`config.mk`:
```
export PLATFORM = sky130hd
export DESIGN_NAME = ring_buffer_moving_average_top
export DESIGN_NICKNAME = d
export VERILOG_FILES = /design/src/rtl/rbma_pkg.sv /design/src/rtl/rbma_ring.sv /design/src/rtl/rbma_divider.sv /design/src/rtl/ring_buffer_moving_average_top.sv
export VERILOG_INCLUDE_DIRS = /design/src /design/src/rtl
export SDC_FILE = /design/constraint.sdc
export NUM_CORES = 1
export LEC_CHECK = 0
export BUFFER_PORTS_ARGS = -buffer_cell sky130_fd_sc_hd__buf_4
export CORE_ASPECT_RATIO = 1.2
export CORE_UTILIZATION = 45
export DETAILED_ROUTE_END_ITERATION = 10
export SYNTH_ARGS = -nofsm -noshare
export SYNTH_HDL_FRONTEND = slang
export SYNTH_SLANG_ARGS = --single-unit
```
`constraint.sdc`:
```
create_clock -name clk -period 8.4 [get_ports clk]
set_input_delay 0.84 -clock clk [delete_from_list [all_inputs] [get_ports clk]]
set_output_delay 0.84 -clock clk [all_outputs]
set_load 0.01 [all_outputs]
```
`src/rtl/assert_macros.svh`:
```
// ----------------------------------------------------------------------------
// Assertion macros
// Shared concurrent assertion shorthands. Synthesis builds define SYNTH.
// ----------------------------------------------------------------------------
`ifndef ASSERT_MACROS_SVH
`define ASSERT_MACROS_SVH

`ifndef SYNTH

// The condition holds at every clock edge outside reset.
`define ASSERT_ALWAYS(label, clk, rst_n, cond) \
    label: assert property (@(posedge clk) disable iff (!rst_n) (cond)) \
        else $error("assertion failed");

// The antecedent implies the consequent in the same cycle.
`define ASSERT_IMPLIES(label, clk, rst_n, ante, cons) \
    label: assert property (@(posedge clk) disable iff (!rst_n) (ante) |-> (cons)) \
        else $error("assertion failed");

// The antecedent implies the consequent in the next cycle.
`define ASSERT_NEXT(label, clk, rst_n, ante, cons) \
    label: assert property (@(posedge clk) disable iff (!rst_n) (ante) |=> (cons)) \
        else $error("assertion failed");

`else

`define ASSERT_ALWAYS(label, clk, rst_n, cond)
`define ASSERT_IMPLIES(label, clk, rst_n, ante, cons)
`define ASSERT_NEXT(label, clk, rst_n, ante, cons)

`endif

`endif

```
`src/rtl/rbma_pkg.sv`:
```
`timescale 1ns / 1ps
// ----------------------------------------------------------------------------
// rbma_pkg
// Types and constants shared by the moving average block.
// ----------------------------------------------------------------------------
package rbma_pkg;

    // Default ring depth.
    localparam int MAX_WINDOW_DEF = 16;

    // Fixed field widths.
    localparam int SAMPLE_W = 32;
    localparam int CNT_W    = 5;

    // Window length after reset.
    localparam int WIN_RESET = 16;

    typedef enum logic [2:0] {
        ST_IDLE,
        ST_READ,
        ST_ADD,
        ST_START,
        ST_WAIT
    } rbma_state_t;

    // Divider status seen by the sequencer.
    typedef struct packed {
        logic busy;
        logic done;
    } rbma_div_status_t;

    // Sequencer controls for the datapath.
    typedef struct packed {
        logic in_ready;
        logic cfg_ready;
        logic ring_rd;
        logic ring_wr;
        logic div_start;
        logic load_out;
    } rbma_ctrl_t;

endpackage

```
`src/rtl/rbma_ring.sv`:
```
`timescale 1ns / 1ps
// ----------------------------------------------------------------------------
// rbma_ring
// Sample ring storage: one shared port, synchronous write, registered read.
// ----------------------------------------------------------------------------
module rbma_ring #(
    parameter int DEPTH  = rbma_pkg::MAX_WINDOW_DEF,
    parameter int ADDR_W = 4,
    parameter int DATA_W = rbma_pkg::SAMPLE_W
) (
    input  logic              clk,
    input  logic              rd_en,
    input  logic              wr_en,
    input  logic [ADDR_W-1:0] addr,
    input  logic [DATA_W-1:0] wr_data,
    output logic [DATA_W-1:0] rd_data
);

    logic [DATA_W-1:0] mem [DEPTH];
    logic [DATA_W-1:0] rd_data_reg;

    always_ff @(posedge clk)
    begin
        if (wr_en)
        begin
            mem[addr] <= wr_data;
        end
        if (rd_en)
        begin
            rd_data_reg <= mem[addr];
        end
    end

    assign rd_data = rd_data_reg;

endmodule

```
`src/rtl/rbma_divider.sv`:
```
`timescale 1ns / 1ps
// ----------------------------------------------------------------------------
// rbma_divider
// Serial signed divider, one quotient bit per cycle, truncating toward zero.
// ----------------------------------------------------------------------------
module rbma_divider #(
    parameter int SUM_W = 36,
    parameter int CNT_W = rbma_pkg::CNT_W,
    parameter int Q_W   = rbma_pkg::SAMPLE_W
) (
    input  logic                       clk,
    input  logic                       rst_n,
    input  logic                       start,
    input  logic signed [SUM_W-1:0]    dividend,
    input  logic        [CNT_W-1:0]    divisor,
    output rbma_pkg::rbma_div_status_t status,
    output logic signed [Q_W-1:0]      quotient
);

    localparam int STEP_W = $clog2(SUM_W + 1);

    logic              busy_reg;
    logic              done_reg;
    logic [STEP_W-1:0] step_reg;
    logic [SUM_W-1:0]  quo_reg;
    logic [CNT_W-1:0]  rem_reg;
    logic [CNT_W-1:0]  den_reg;
    logic              neg_reg;

    logic [SUM_W-1:0]  dvd_mag;
    logic [CNT_W:0]    rem_shift;
    logic [CNT_W:0]    rem_diff;
    logic              fits;
    logic [Q_W-1:0]    q_mag;

    always_comb
    begin
        dvd_mag   = dividend[SUM_W-1] ? (~dividend + 1'b1) : dividend;
        rem_shift = {rem_reg, quo_reg[SUM_W-1]};
        rem_diff  = rem_shift - {1'b0, den_reg};
        fits      = rem_shift >= {1'b0, den_reg};
        q_mag     = quo_reg[Q_W-1:0];
    end

    always_ff @(posedge clk or negedge rst_n)
    begin
        if (!rst_n)
        begin
            busy_reg <= 1'b0;
            done_reg <= 1'b0;
            step_reg <= '0;
        end
        else if (start)
        begin
            busy_reg <= 1'b1;
            done_reg <= 1'b0;
            step_reg <= STEP_W'(SUM_W);
        end
        else if (busy_reg)
        begin
            step_reg <= step_reg - 1'b1;
            if (step_reg == STEP_W'(1))
            begin
                busy_reg <= 1'b0;
                done_reg <= 1'b1;
            end
        end
    end

    always_ff @(posedge clk)
    begin
        if (start)
        begin
            quo_reg <= dvd_mag;
            rem_reg <= '0;
            den_reg <= divisor;
            neg_reg <= dividend[SUM_W-1];
        end
        else if (busy_reg)
        begin
            quo_reg <= {quo_reg[SUM_W-2:0], fits};
            rem_reg <= fits ? rem_diff[CNT_W-1:0] : rem_shift[CNT_W-1:0];
        end
    end

    assign status.busy = busy_reg;
    assign status.done = done_reg;
    assign quotient    = neg_reg ? (~q_mag + 1'b1) : q_mag;

endmodule

```
`src/rtl/ring_buffer_moving_average_top.sv`:
```
`timescale 1ns / 1ps
// An accepted sample goes through READ, ADD, START and WAIT before its mean is registered.
// The next sample is taken only after the mean was loaded; the divider gives one bit per cycle.
// The ring read, the running-sum update and the divide run strictly one sample at a time.
// Reset (rst_n, asynchronous, active low) sets the window to 16 and clears slot, count and sum.
// The sample ring is not cleared; read data is used only once its entry was written.
// ----------------------------------------------------------------------------
// ring_buffer_moving_average_top
// Boxcar moving average over the most recent samples held in a ring memory.
// ----------------------------------------------------------------------------
`include "assert_macros.svh"

module ring_buffer_moving_average_top #(
    parameter int MAX_WINDOW = rbma_pkg::MAX_WINDOW_DEF
) (
    input  logic                                clk,
    input  logic                                rst_n,
    // Sample channel.
    input  logic                                in_valid,
    output logic                                in_ready,
    input  logic signed [rbma_pkg::SAMPLE_W-1:0] sample,
    // Result channel.
    output logic                                out_valid,
    input  logic                                out_ready,
    output logic signed [rbma_pkg::SAMPLE_W-1:0] mean_value,
    output logic        [rbma_pkg::CNT_W-1:0]    held_count,
    // Window length register write channel.
    input  logic                                cfg_valid,
    output logic                                cfg_ready,
    input  logic        [rbma_pkg::CNT_W-1:0]    window_length
);

    localparam int SAMPLE_W = rbma_pkg::SAMPLE_W;
    localparam int CNT_W    = rbma_pkg::CNT_W;

    // The window register cannot exceed what its field can express.
    localparam int CNT_MAX  = (1 << CNT_W) - 1;
    localparam int MAX_EFF  = (MAX_WINDOW < CNT_MAX) ? MAX_WINDOW : CNT_MAX;
    localparam int WIN_RST  = (rbma_pkg::WIN_RESET > MAX_EFF) ? MAX_EFF : rbma_pkg::WIN_RESET;

    // Ring addressing; the slot never reaches the window length.
    localparam int IDX_W    = (MAX_WINDOW > 1) ? $clog2(MAX_WINDOW) : 1;
    localparam int SLOT_W   = (IDX_W < CNT_W) ? IDX_W : CNT_W;

    // A sum of MAX_EFF samples fits exactly in this many bits.
    localparam int SUM_W    = SAMPLE_W + $clog2(MAX_EFF);

    rbma_pkg::rbma_state_t      state_reg;
    rbma_pkg::rbma_state_t      state_next;
    rbma_pkg::rbma_ctrl_t       ctrl;
    rbma_pkg::rbma_div_status_t div_status;

    logic        [CNT_W-1:0]    window_reg;
    logic        [CNT_W-1:0]    window_next;
    logic        [SLOT_W-1:0]   slot_reg;
    logic        [SLOT_W-1:0]   slot_next;
    logic        [CNT_W-1:0]    filled_reg;
    logic signed [SUM_W-1:0]    total_reg;
    logic signed [SAMPLE_W-1:0] sample_reg;
    logic signed [SAMPLE_W:0]   delta_reg;
    logic signed [SAMPLE_W:0]   delta_next;
    logic                       out_valid_reg;
    logic signed [SAMPLE_W-1:0] mean_value_reg;
    logic        [CNT_W-1:0]    held_count_reg;

    logic                       full;
    logic                       out_free;
    logic        [SLOT_W:0]     slot_inc;
    logic signed [SAMPLE_W-1:0] oldest;
    logic signed [SAMPLE_W-1:0] ring_rd_data;
    logic signed [SAMPLE_W-1:0] quotient;

    // ------------------------------------------------------------------------
    // Sequencer. A sample is taken in IDLE, where the ring entry at the write
    // slot is also read. The following cycle sees the read data, forms the
    // change to the running sum and overwrites the same entry with the new
    // sample. Because the next sample is not accepted until this one has left
    // the divider, a read and a write to the same entry never overlap.
    // ------------------------------------------------------------------------
    always_comb
    begin
        state_next = state_reg;
        unique case (state_reg)
            rbma_pkg::ST_IDLE:
            begin
                if (in_valid)
                begin
                    state_next = rbma_pkg::ST_READ;
                end
            end
            rbma_pkg::ST_READ:  state_next = rbma_pkg::ST_ADD;
            rbma_pkg::ST_ADD:   state_next = rbma_pkg::ST_START;
            rbma_pkg::ST_START: state_next = rbma_pkg::ST_WAIT;
            rbma_pkg::ST_WAIT:
            begin
                if (div_status.done && out_free)
                begin
                    state_next = rbma_pkg::ST_IDLE;
                end
            end
            default:            state_next = rbma_pkg::ST_IDLE;
        endcase
    end

    always_comb
    begin
        ctrl = '0;
        unique case (state_reg)
            rbma_pkg::ST_IDLE:
            begin
                ctrl.in_ready  = 1'b1;
                ctrl.cfg_ready = 1'b1;
                ctrl.ring_rd   = in_valid;
            end
            rbma_pkg::ST_READ:  ctrl.ring_wr   = 1'b1;
            rbma_pkg::ST_ADD:   ctrl = '0;
            rbma_pkg::ST_START: ctrl.div_start = 1'b1;
            rbma_pkg::ST_WAIT:  ctrl.load_out  = div_status.done && out_free;
            default:            ctrl = '0;
        endcase
    end

    always_ff @(posedge clk or negedge rst_n)
    begin
        if (!rst_n)
        begin
            state_reg <= rbma_pkg::ST_IDLE;
        end
        else
        begin
            state_reg <= state_next;
        end
    end

    // ------------------------------------------------------------------------
    // Window register and ring bookkeeping. A written window length of zero
    // counts as one, and a length beyond the ring depth counts as the depth.
    // Every write restarts the average from an empty window.
    // ------------------------------------------------------------------------
    always_comb
    begin
        window_next = window_length;
        if (window_length == '0)
        begin
            window_next = CNT_W'(1);
        end
        else if (window_length > CNT_W'(MAX_EFF))
        begin
            window_next = CNT_W'(MAX_EFF);
        end

        full     = filled_reg >= window_reg;
        slot_inc = {1'b0, slot_reg} + 1'b1;
        if ((CNT_W + 1)'(slot_inc) >= (CNT_W + 1)'(window_reg))
        begin
            slot_next = '0;
        end
        else
        begin
            slot_next = slot_inc[SLOT_W-1:0];
        end

        // Once the window is full the overwritten oldest sample leaves the sum.
        oldest     = full ? ring_rd_data : '0;
        delta_next = (SAMPLE_W + 1)'(sample_reg) - (SAMPLE_W + 1)'(oldest);
    end

    always_ff @(posedge clk or negedge rst_n)
    begin
        if (!rst_n)
        begin
            window_reg <= CNT_W'(WIN_RST);
            slot_reg   <= '0;
            filled_reg <= '0;
            total_reg  <= '0;
        end
        else if (cfg_valid && ctrl.cfg_ready)
        begin
            window_reg <= window_next;
            slot_reg   <= '0;
            filled_reg <= '0;
            total_reg  <= '0;
        end
        else
        begin
            if (ctrl.ring_wr)
            begin
                slot_reg <= slot_next;
                if (!full)
                begin
                    filled_reg <= filled_reg + 1'b1;
                end
            end
            if (state_reg == rbma_pkg::ST_ADD)
            begin
                total_reg <= total_reg + SUM_W'(delta_reg);
            end
        end
    end

    always_ff @(posedge clk)
    begin
        if (in_valid && ctrl.in_ready)
        begin
            sample_reg <= sample;
        end
        if (ctrl.ring_wr)
        begin
            delta_reg <= delta_next;
        end
    end

    rbma_ring #(
        .DEPTH  (MAX_WINDOW),
        .ADDR_W (IDX_W),
        .DATA_W (SAMPLE_W)
    ) u_ring (
        .clk     (clk),
        .rd_en   (ctrl.ring_rd),
        .wr_en   (ctrl.ring_wr),
        .addr    (IDX_W'(slot_reg)),
        .wr_data (sample_reg),
        .rd_data (ring_rd_data)
    );

    // The mean is the running sum over the held count, truncated toward zero.
    rbma_divider #(
        .SUM_W (SUM_W),
        .CNT_W (CNT_W),
        .Q_W   (SAMPLE_W)
    ) u_divider (
        .clk      (clk),
        .rst_n    (rst_n),
        .start    (ctrl.div_start),
        .dividend (total_reg),
        .divisor  (filled_reg),
        .status   (div_status),
        .quotient (quotient)
    );

    // ------------------------------------------------------------------------
    // Output register. A finished mean waits here while the sequencer is free
    // to take the next sample; a new mean is loaded only once the previous
    // transaction has gone out.
    // ------------------------------------------------------------------------
    assign out_free = !out_valid_reg || out_ready;

    always_ff @(posedge clk or negedge rst_n)
    begin
        if (!rst_n)
        begin
            out_valid_reg <= 1'b0;
        end
        else if (ctrl.load_out)
        begin
            out_valid_reg <= 1'b1;
        end
        else if (out_ready)
        begin
            out_valid_reg <= 1'b0;
        end
    end

    always_ff @(posedge clk)
    begin
        if (ctrl.load_out)
        begin
            mean_value_reg <= quotient;
            held_count_reg <= filled_reg;
        end
    end

    assign in_ready   = ctrl.in_ready;
    assign cfg_ready  = ctrl.cfg_ready;
    assign out_valid  = out_valid_reg;
    assign mean_value = mean_value_reg;
    assign held_count = held_count_reg;

    // ------------------------------------------------------------------------
    // Assertions.
    // ------------------------------------------------------------------------
    `ASSERT_ALWAYS(a_fill_bound, clk, rst_n, filled_reg <= window_reg)
    `ASSERT_ALWAYS(a_slot_bound, clk, rst_n, (CNT_W + 1)'(slot_reg) < (CNT_W + 1)'(window_reg))
    `ASSERT_IMPLIES(a_no_overwrite, clk, rst_n, out_valid_reg && !out_ready, !ctrl.load_out)
    `ASSERT_IMPLIES(a_div_idle, clk, rst_n, ctrl.div_start, !div_status.busy)
    `ASSERT_NEXT(a_accept_reads, clk, rst_n, in_valid && in_ready, state_reg == rbma_pkg::ST_READ)

endmodule

```
* Yosys cells after proc, flatten, opt, wreduce, memory -nomap -nowiden
Memories as Yosys holds them, arrays and structs flattened. A register that Yosys moved wholly into a read port is not among the register bits. Index checks and enable logic that the tools add are counted.
Word-level totals: flip-flop bits (word level) 211, bits in writable memories 512, bits of input ports 42, output and inout port bits 40, word-level logic and storage cells 90, memories kept 1
Memory list:
- u_ring.mem | words 16, bits a word 32, rd ports 1, clocked after Yosys merged registers in 1, wr ports 1, RTL line rbma_ring.sv:19 | logic [DATA_W-1:0] mem [DEPTH];
Cells by class: add/subtract/negate cells 8, order comparisons 4, eq/ne operators 8, multiplexer cells 35, bitwise operators 2, reductions and logical operators 15
Operators with widths (number):
- 36-bit two-way mux | 5
- 32-bit two-way mux | 2
- 36-bit by 1-bit adder with 36-bit output, second input constant | 1
- 36-bit by 33-bit adder with 36-bit output | 1
- 36-bit NOT | 1
- 32-bit by 32-bit subtractor with 33-bit output | 1
- 32-bit by 1-bit adder with 32-bit output, second input constant | 1
- 32-bit NOT | 1
- 5-bit two-way mux | 6
- 3-bit case mux with 5 select lines | 1
- 1-bit two-way mux | 13
- 4-bit two-way mux | 3
- 6-bit two-way mux | 2
- 5-bit greater-or-equal comparator | 2
- 2-bit nonzero test | 5
- 3-bit two-way mux | 3
- 3-bit by 2-bit == test with 1-bit output, second input constant | 2
- 6-bit by 1-bit == test with 1-bit output, second input constant | 1
- 6-bit by 5-bit greater-or-equal comparator with 1-bit output | 1
- 2-bit AND reduction | 3
- 6-bit by 1-bit subtractor with 6-bit output, second input constant | 1
- 4-bit by 1-bit adder with 5-bit output, second input constant | 1
- 5-bit by 1-bit adder with 5-bit output, second input constant | 1
- 5-bit > comparator, second input constant | 1
- other kinds (10) | 13

* Longest topological paths before layout
word-level depth 5, gate-level depth with buffers 20

* By module
From an unflattened synthesis, not the netlist that was laid out.
Unflattened totals: cell total of the unflattened synthesis 2123, area total of the unflattened synthesis 33274.4 sq um
Modules (own cells, without submodules):
- rbma_ring | times used 1, cells each 840, area an instance 20183.1 sq um, seq. area each 16335.7 sq um
- ring_buffer_moving_average_top | times used 1, cells each 866, area an instance 9106.2 sq um, seq. area each 4415.5 sq um
- rbma_divider | times used 1, cells each 417, area an instance 3985.1 sq um, seq. area each 1561.5 sq um

* Least setup slack after synthesis
OpenSTA, ideal clock, no wires.
kind reg2reg, from register filled_reg[0], to register delta_reg[14] (data pin), library setup time 162 ps, data arrival time 4084 ps, setup slack 4154 ps, stages on the path, launching flop included 21, buffers on the path 2, clock period less this slack 4246 ps, cell sequence dfrtp_1 -> inv_1 -> ha_1 -> nand2b_1 -> a21o_1 -> a21o_1 -> a21o_1 -> a21o_1 -> clkbuf_1 -> clkbuf_1 -> nand2_1 -> ha_1 -> nor2b_1 -> o21ai_0 -> a21boi_0 -> o31a_1 -> o21a_1 -> o21ai_0 -> a21boi_0 -> or4b_2 -> o2111ai_1
On the way: cells in the longest elaborated chain, start to end 3
Ends and longest elaborated chain:
- start, declared | RTL line ring_buffer_moving_average_top.sv:57 | logic [CNT_W-1:0] filled_reg;
- start signal, assigned | RTL line ring_buffer_moving_average_top.sv:191 | filled_reg <= filled_reg + 1'b1;
- 5-bit greater-or-equal comparator | RTL line ring_buffer_moving_average_top.sv:152 | full = filled_reg >= window_reg;
- 32-bit two-way mux | RTL line ring_buffer_moving_average_top.sv:164 | oldest = full ? ring_rd_data : '0;
- 32-bit by 32-bit subtractor with 33-bit output | RTL line ring_buffer_moving_average_top.sv:165 | delta_next = (SAMPLE_W + 1)'(sample_reg) - (SAMPLE_W + 1)'(oldest);
- via delta_next[14] | RTL line ring_buffer_moving_average_top.sv:61 | logic signed [SAMPLE_W:0] delta_next;
- end signal, assigned | RTL line ring_buffer_moving_average_top.sv:209 | delta_reg <= delta_next;
- end, declared | RTL line ring_buffer_moving_average_top.sv:60 | logic signed [SAMPLE_W:0] delta_reg;
The timed path passes the listed nets, and every way through them passes these cells. A chain may end at the register's enable or synchronous reset.

* Worst setup path after layout
from register filled_reg[0], to register delta_reg[32] (data pin)
The elaborated chain is that of the path after synthesis.

==> impl_summary.md <==
Floorplanning
The overall die area is 0.0743 mm2. The die boundary width is 249 um. After floorplanning, the core was sized to cover 0.0724 mm2. Row generation in the floorplan step produced 108 rows. Once the floorplan was initialized, standard cells occupied 45.5% of the core. The die outline height is 298 um. In this run the count of I/O pins placed on the die edge is 82.

Setup path
Measured in cells, the most critical reg-to-reg path has a length of 20. The most critical setup path has its endpoint at delta_reg[32]. The class of the most critical setup path is register to register.

Data on the critical path is required at its endpoint by 8.76 ns. The startpoint of the worst-slack reg-to-reg timing path is filled_reg[0]. For the worst setup path, the data arrival time is 5.25 ns.

The setup slack of the worst register-to-register path is 3.52 ns. The launching element type of the critical path is a register. In this run the critical register-to-register path is captured at delta_reg[32]. Among all stages on the critical path, the largest delay is contributed by sky130_fd_sc_hd__dfrtp_1. STA classifies the critical path endpoint as a register. Along the worst path, the maximum fanout reaches 34. For this run, the slowest stage of the critical path takes 0.43 ns. Walking the worst path, the cells encountered are inv_1, ha_1, nand2b_1, a21o_1, a21o_1, a21o_1, a21o_1, buf_4, and2_1, ha_1, fa_1, nor2b_1, o21ai_0, a21boi_0, o31a_1, o2111ai_1, a21oi_1, o221ai_1, o21ai_0, o211ai_1.

In this design, the critical path's most frequently occurring cell is sky130_fd_sc_hd__a21o_1. The timing startpoint of the critical path is filled_reg[0].

STA
The highest achievable clock rate is 205 MHz. The post-route minimum period is 4.88 ns. The final setup TNS is 0 ns. The number of hold-slack violations in the final timing report came to 0. The worst slew margin relative to its limit is 25.8%. The worst setup margin is 3.52 ns. The final hold slack is 0.310 ns. Setup violations remaining at the end of the flow were counted as 0. The final critical-path share of the clock period is 58.1%. The slew of the pin with the lowest slew margin is 1.11 ns. The final clock skew is 0.0254 ns.

Setup repair after global routing left no endpoint under its margin. The count of final max-slew check failures was 0.

Clocking
Gates resized during post-CTS repair numbered 0. The clock sink total is 755. Clock-pin slew was measured on the worst setup and hold paths at 0.06 ns. The clock latency reported for the late side of the worst-skew pair is 0.63 ns. Counting the buffers created by CTS gives 78. In this run the deepest clock path goes through 3 buffers.

The depth of the CTS H-tree is 3. TritonCTS built the clock tree. The cell chosen for the clock root is sky130_fd_sc_hd__clkbuf_16.

The cts-stage hold buffer count is 0. The buffer count from post-CTS setup fixing is 0.

Place
The placed cell count is 2,983. The worst setup slack before clock tree synthesis is 3.52 ns. Routability-driven placement finished with a final weighted congestion of 0.864.

Detailed placement ended at an HPWL of 42,000 um. During placement, the flow inserted port buffers numbering 81.

Run
The count of max-cap constraint violations is 0.

Routing
After detailed routing, the number of remaining DRC violations is 0. The via count normalized by instance count is 5.67. The number of nets with antenna violations after detailed routing is 0. The pre-antenna-repair detailed-routing pass consisted of 5 iterations. For this block, the initial DRC count from the detailed router was 1,244. The total number of vias is 17.7k. Dividing the detail-routed wire length by the instance count gives 22.6 um.

The total wire length is 70,700 um.

Final layout
The number of antenna diodes is 0. The share of layout cells above drive strength 1 is 19.2%. The flip-flop count of the largest register, all copies and words added is 512. The final layout contains 2,264 nets. The signed area change from the synthesized netlist to the final layout is 12.6%.

The final cell count without fillers is 3,126.

Logic synthesis
After synthesis the netlist holds a flip-flop and latch count of 755. Counting every instance in the synthesized netlist gives 2,028. For this run, the leading register cell type out of synthesis is sky130_fd_sc_hd__edfxtp_1. The synthesized area is 0.0330 mm2. In this run, synthesis inferred 688 flip-flops with an integrated enable.

The fraction of registers with async set or reset after synthesis is 8.21%. Averaged over all synthesized cells, the footprint is 16.3 um2. For this run, the number of Yosys warnings is 0. The number of distinct standard cells referenced by the synthesized netlist is 67. The number of nets handed over by synthesis was 2,164. Sequential cells were found to cover 67.7% of the synthesized design area.

GRT
Global routing finished with a remaining overflow of 0. The global routing usage summed across all routing layers is 19.4%. Entering global routing, the biggest net connects 78 pins. The number of antenna violations at the first check in global routing is 0.

The wire length of the first global-routing pass is 109,000 um. The number of global-route vias before repair was 18.2k.

Status
The run finished with clean final reports.

Min path
The worst hold path belongs to the class input pin to async pin.

Power and ir drop
The total power per unit cell area is 363 mW/mm2. The static leakage is 12.8 nW. The maximum vdd drop is 0.238 mV.
[worst max-delay path: cells and delay by family, from the launching register on]
family	cells	cell delay (ns)
buf+inv	2	0.31
fa+ha+maj	3	0.87
simple gates	3	0.49
compound gates	12	2.53
flops	1	0.43
[cell type report]
class / instances / area, um2
fillers: 5914 / 35300
inverters: 46 / 173
flip-flops and latches: 755 / 22300
well taps: 935 / 1170
multi-input cells: 1136 / 10200
clock inverters: 38 / 345
repair buffers: 111 / 833
clock buffers: 105 / 2130
[power breakdown]
part / total [mW] / switching, mW / internal [mW]
clock: 3.36 / 1.44 / 1.92
combinational: 4.57 / 2.52 / 2.05
sequential: 5.56 / 0.584 / 4.98
total: 13.5 / 4.54 / 8.95
[per-stage QoR]
stage | utilization [%] | power [mW] | cell area, um2
floorplan | - | 8.99 | 33000
global placement | 47.9 | 10.1 | 34700
detailed placement | 47.9 | 10.2 | 34700
CTS | 51.3 | 13.6 | 37100
global route | 51.3 | 14.3 | 37100
finish | 51.3 | 13.5 | 37100
[synthesized netlist by cell type (all sizes together), types with 45 or more instances]
cell type | count | area (um2)
dfrtp | 61 | 1530
o21ai | 134 | 671
xnor2 | 64 | 561
ha | 91 | 1140
edfxtp | 688 | 20700
xor2 | 57 | 499
clkbuf | 74 | 278
nand2 | 160 | 601
a21oi | 75 | 375
mux4 | 160 | 3600
inv | 46 | 173
a21o | 45 | 338
nor2 | 58 | 218
[worst min path at each step]
stage | start | to | slack, ns
3_3_place_gp | u_divider.done_reg | u_divider.done_reg | 0.49
2_1_floorplan | total_reg[35] | u_divider.neg_reg | 0.42
5_1_grt | sample[19] | sample_reg[19] | 0.35
6_report | rst_n | u_divider.step_reg[0] | 0.31
3_5_place_dp | u_divider.done_reg | u_divider.done_reg | 0.49
4_1_cts | rst_n | u_divider.step_reg[0] | 0.32
[metal layers]
| metal | wire length [um] | vias to the layer above | share of wire [%] | global-route usage, % |
|---|---|---|---|---|
| met5 | 0 | - | 0 | 0 |
| met4 | 1900 | 0 | 2.7 | 6.98 |
| met3 | 2970 | 108 | 4.2 | 2.84 |
| met2 | 36000 | 437 | 51 | 33.6 |
| met1 | 29800 | 8989 | 42 | 24.9 |
| li1 | - | 8196 | - | - |
[cells by family after synthesis]
kind of cell | share of synthesized area (%)
compound gates | 6.87
fa+ha+maj | 3.64
flops | 67.7
xor+xnor | 3.22
buf+inv | 1.57
simple gates | 5.86
mux | 11.2
[layout by cell type, fill, tap and decap left out, types with 10 or more instances in the layout]
cell and instances:
sky130_fd_sc_hd__ha_1 91, sky130_fd_sc_hd__o41ai_1 12, sky130_fd_sc_hd__clkinv_1 12, sky130_fd_sc_hd__edfxtp_1 688, sky130_fd_sc_hd__mux4_2 160, sky130_fd_sc_hd__nand2b_1 16
sky130_fd_sc_hd__dfrtp_1 57, sky130_fd_sc_hd__clkbuf_16 80, sky130_fd_sc_hd__buf_4 111, sky130_fd_sc_hd__nand4_1 15, sky130_fd_sc_hd__clkinv_2 14, sky130_fd_sc_hd__nor2_1 57
sky130_fd_sc_hd__o21a_1 10, sky130_fd_sc_hd__xor2_1 57, sky130_fd_sc_hd__a21oi_1 75, sky130_fd_sc_hd__o21ai_0 126, sky130_fd_sc_hd__nand2_1 160, sky130_fd_sc_hd__and3_1 11
sky130_fd_sc_hd__or4_1 15, sky130_fd_sc_hd__inv_1 46, sky130_fd_sc_hd__nor2b_1 13, sky130_fd_sc_hd__a21o_1 45, sky130_fd_sc_hd__and2_2 16, sky130_fd_sc_hd__o31ai_1 19
sky130_fd_sc_hd__nor3_1 19, sky130_fd_sc_hd__clkbuf_1 22, sky130_fd_sc_hd__nand3_1 26, sky130_fd_sc_hd__xnor2_1 64
Note: power is estimated with default switching activity, not from simulation.
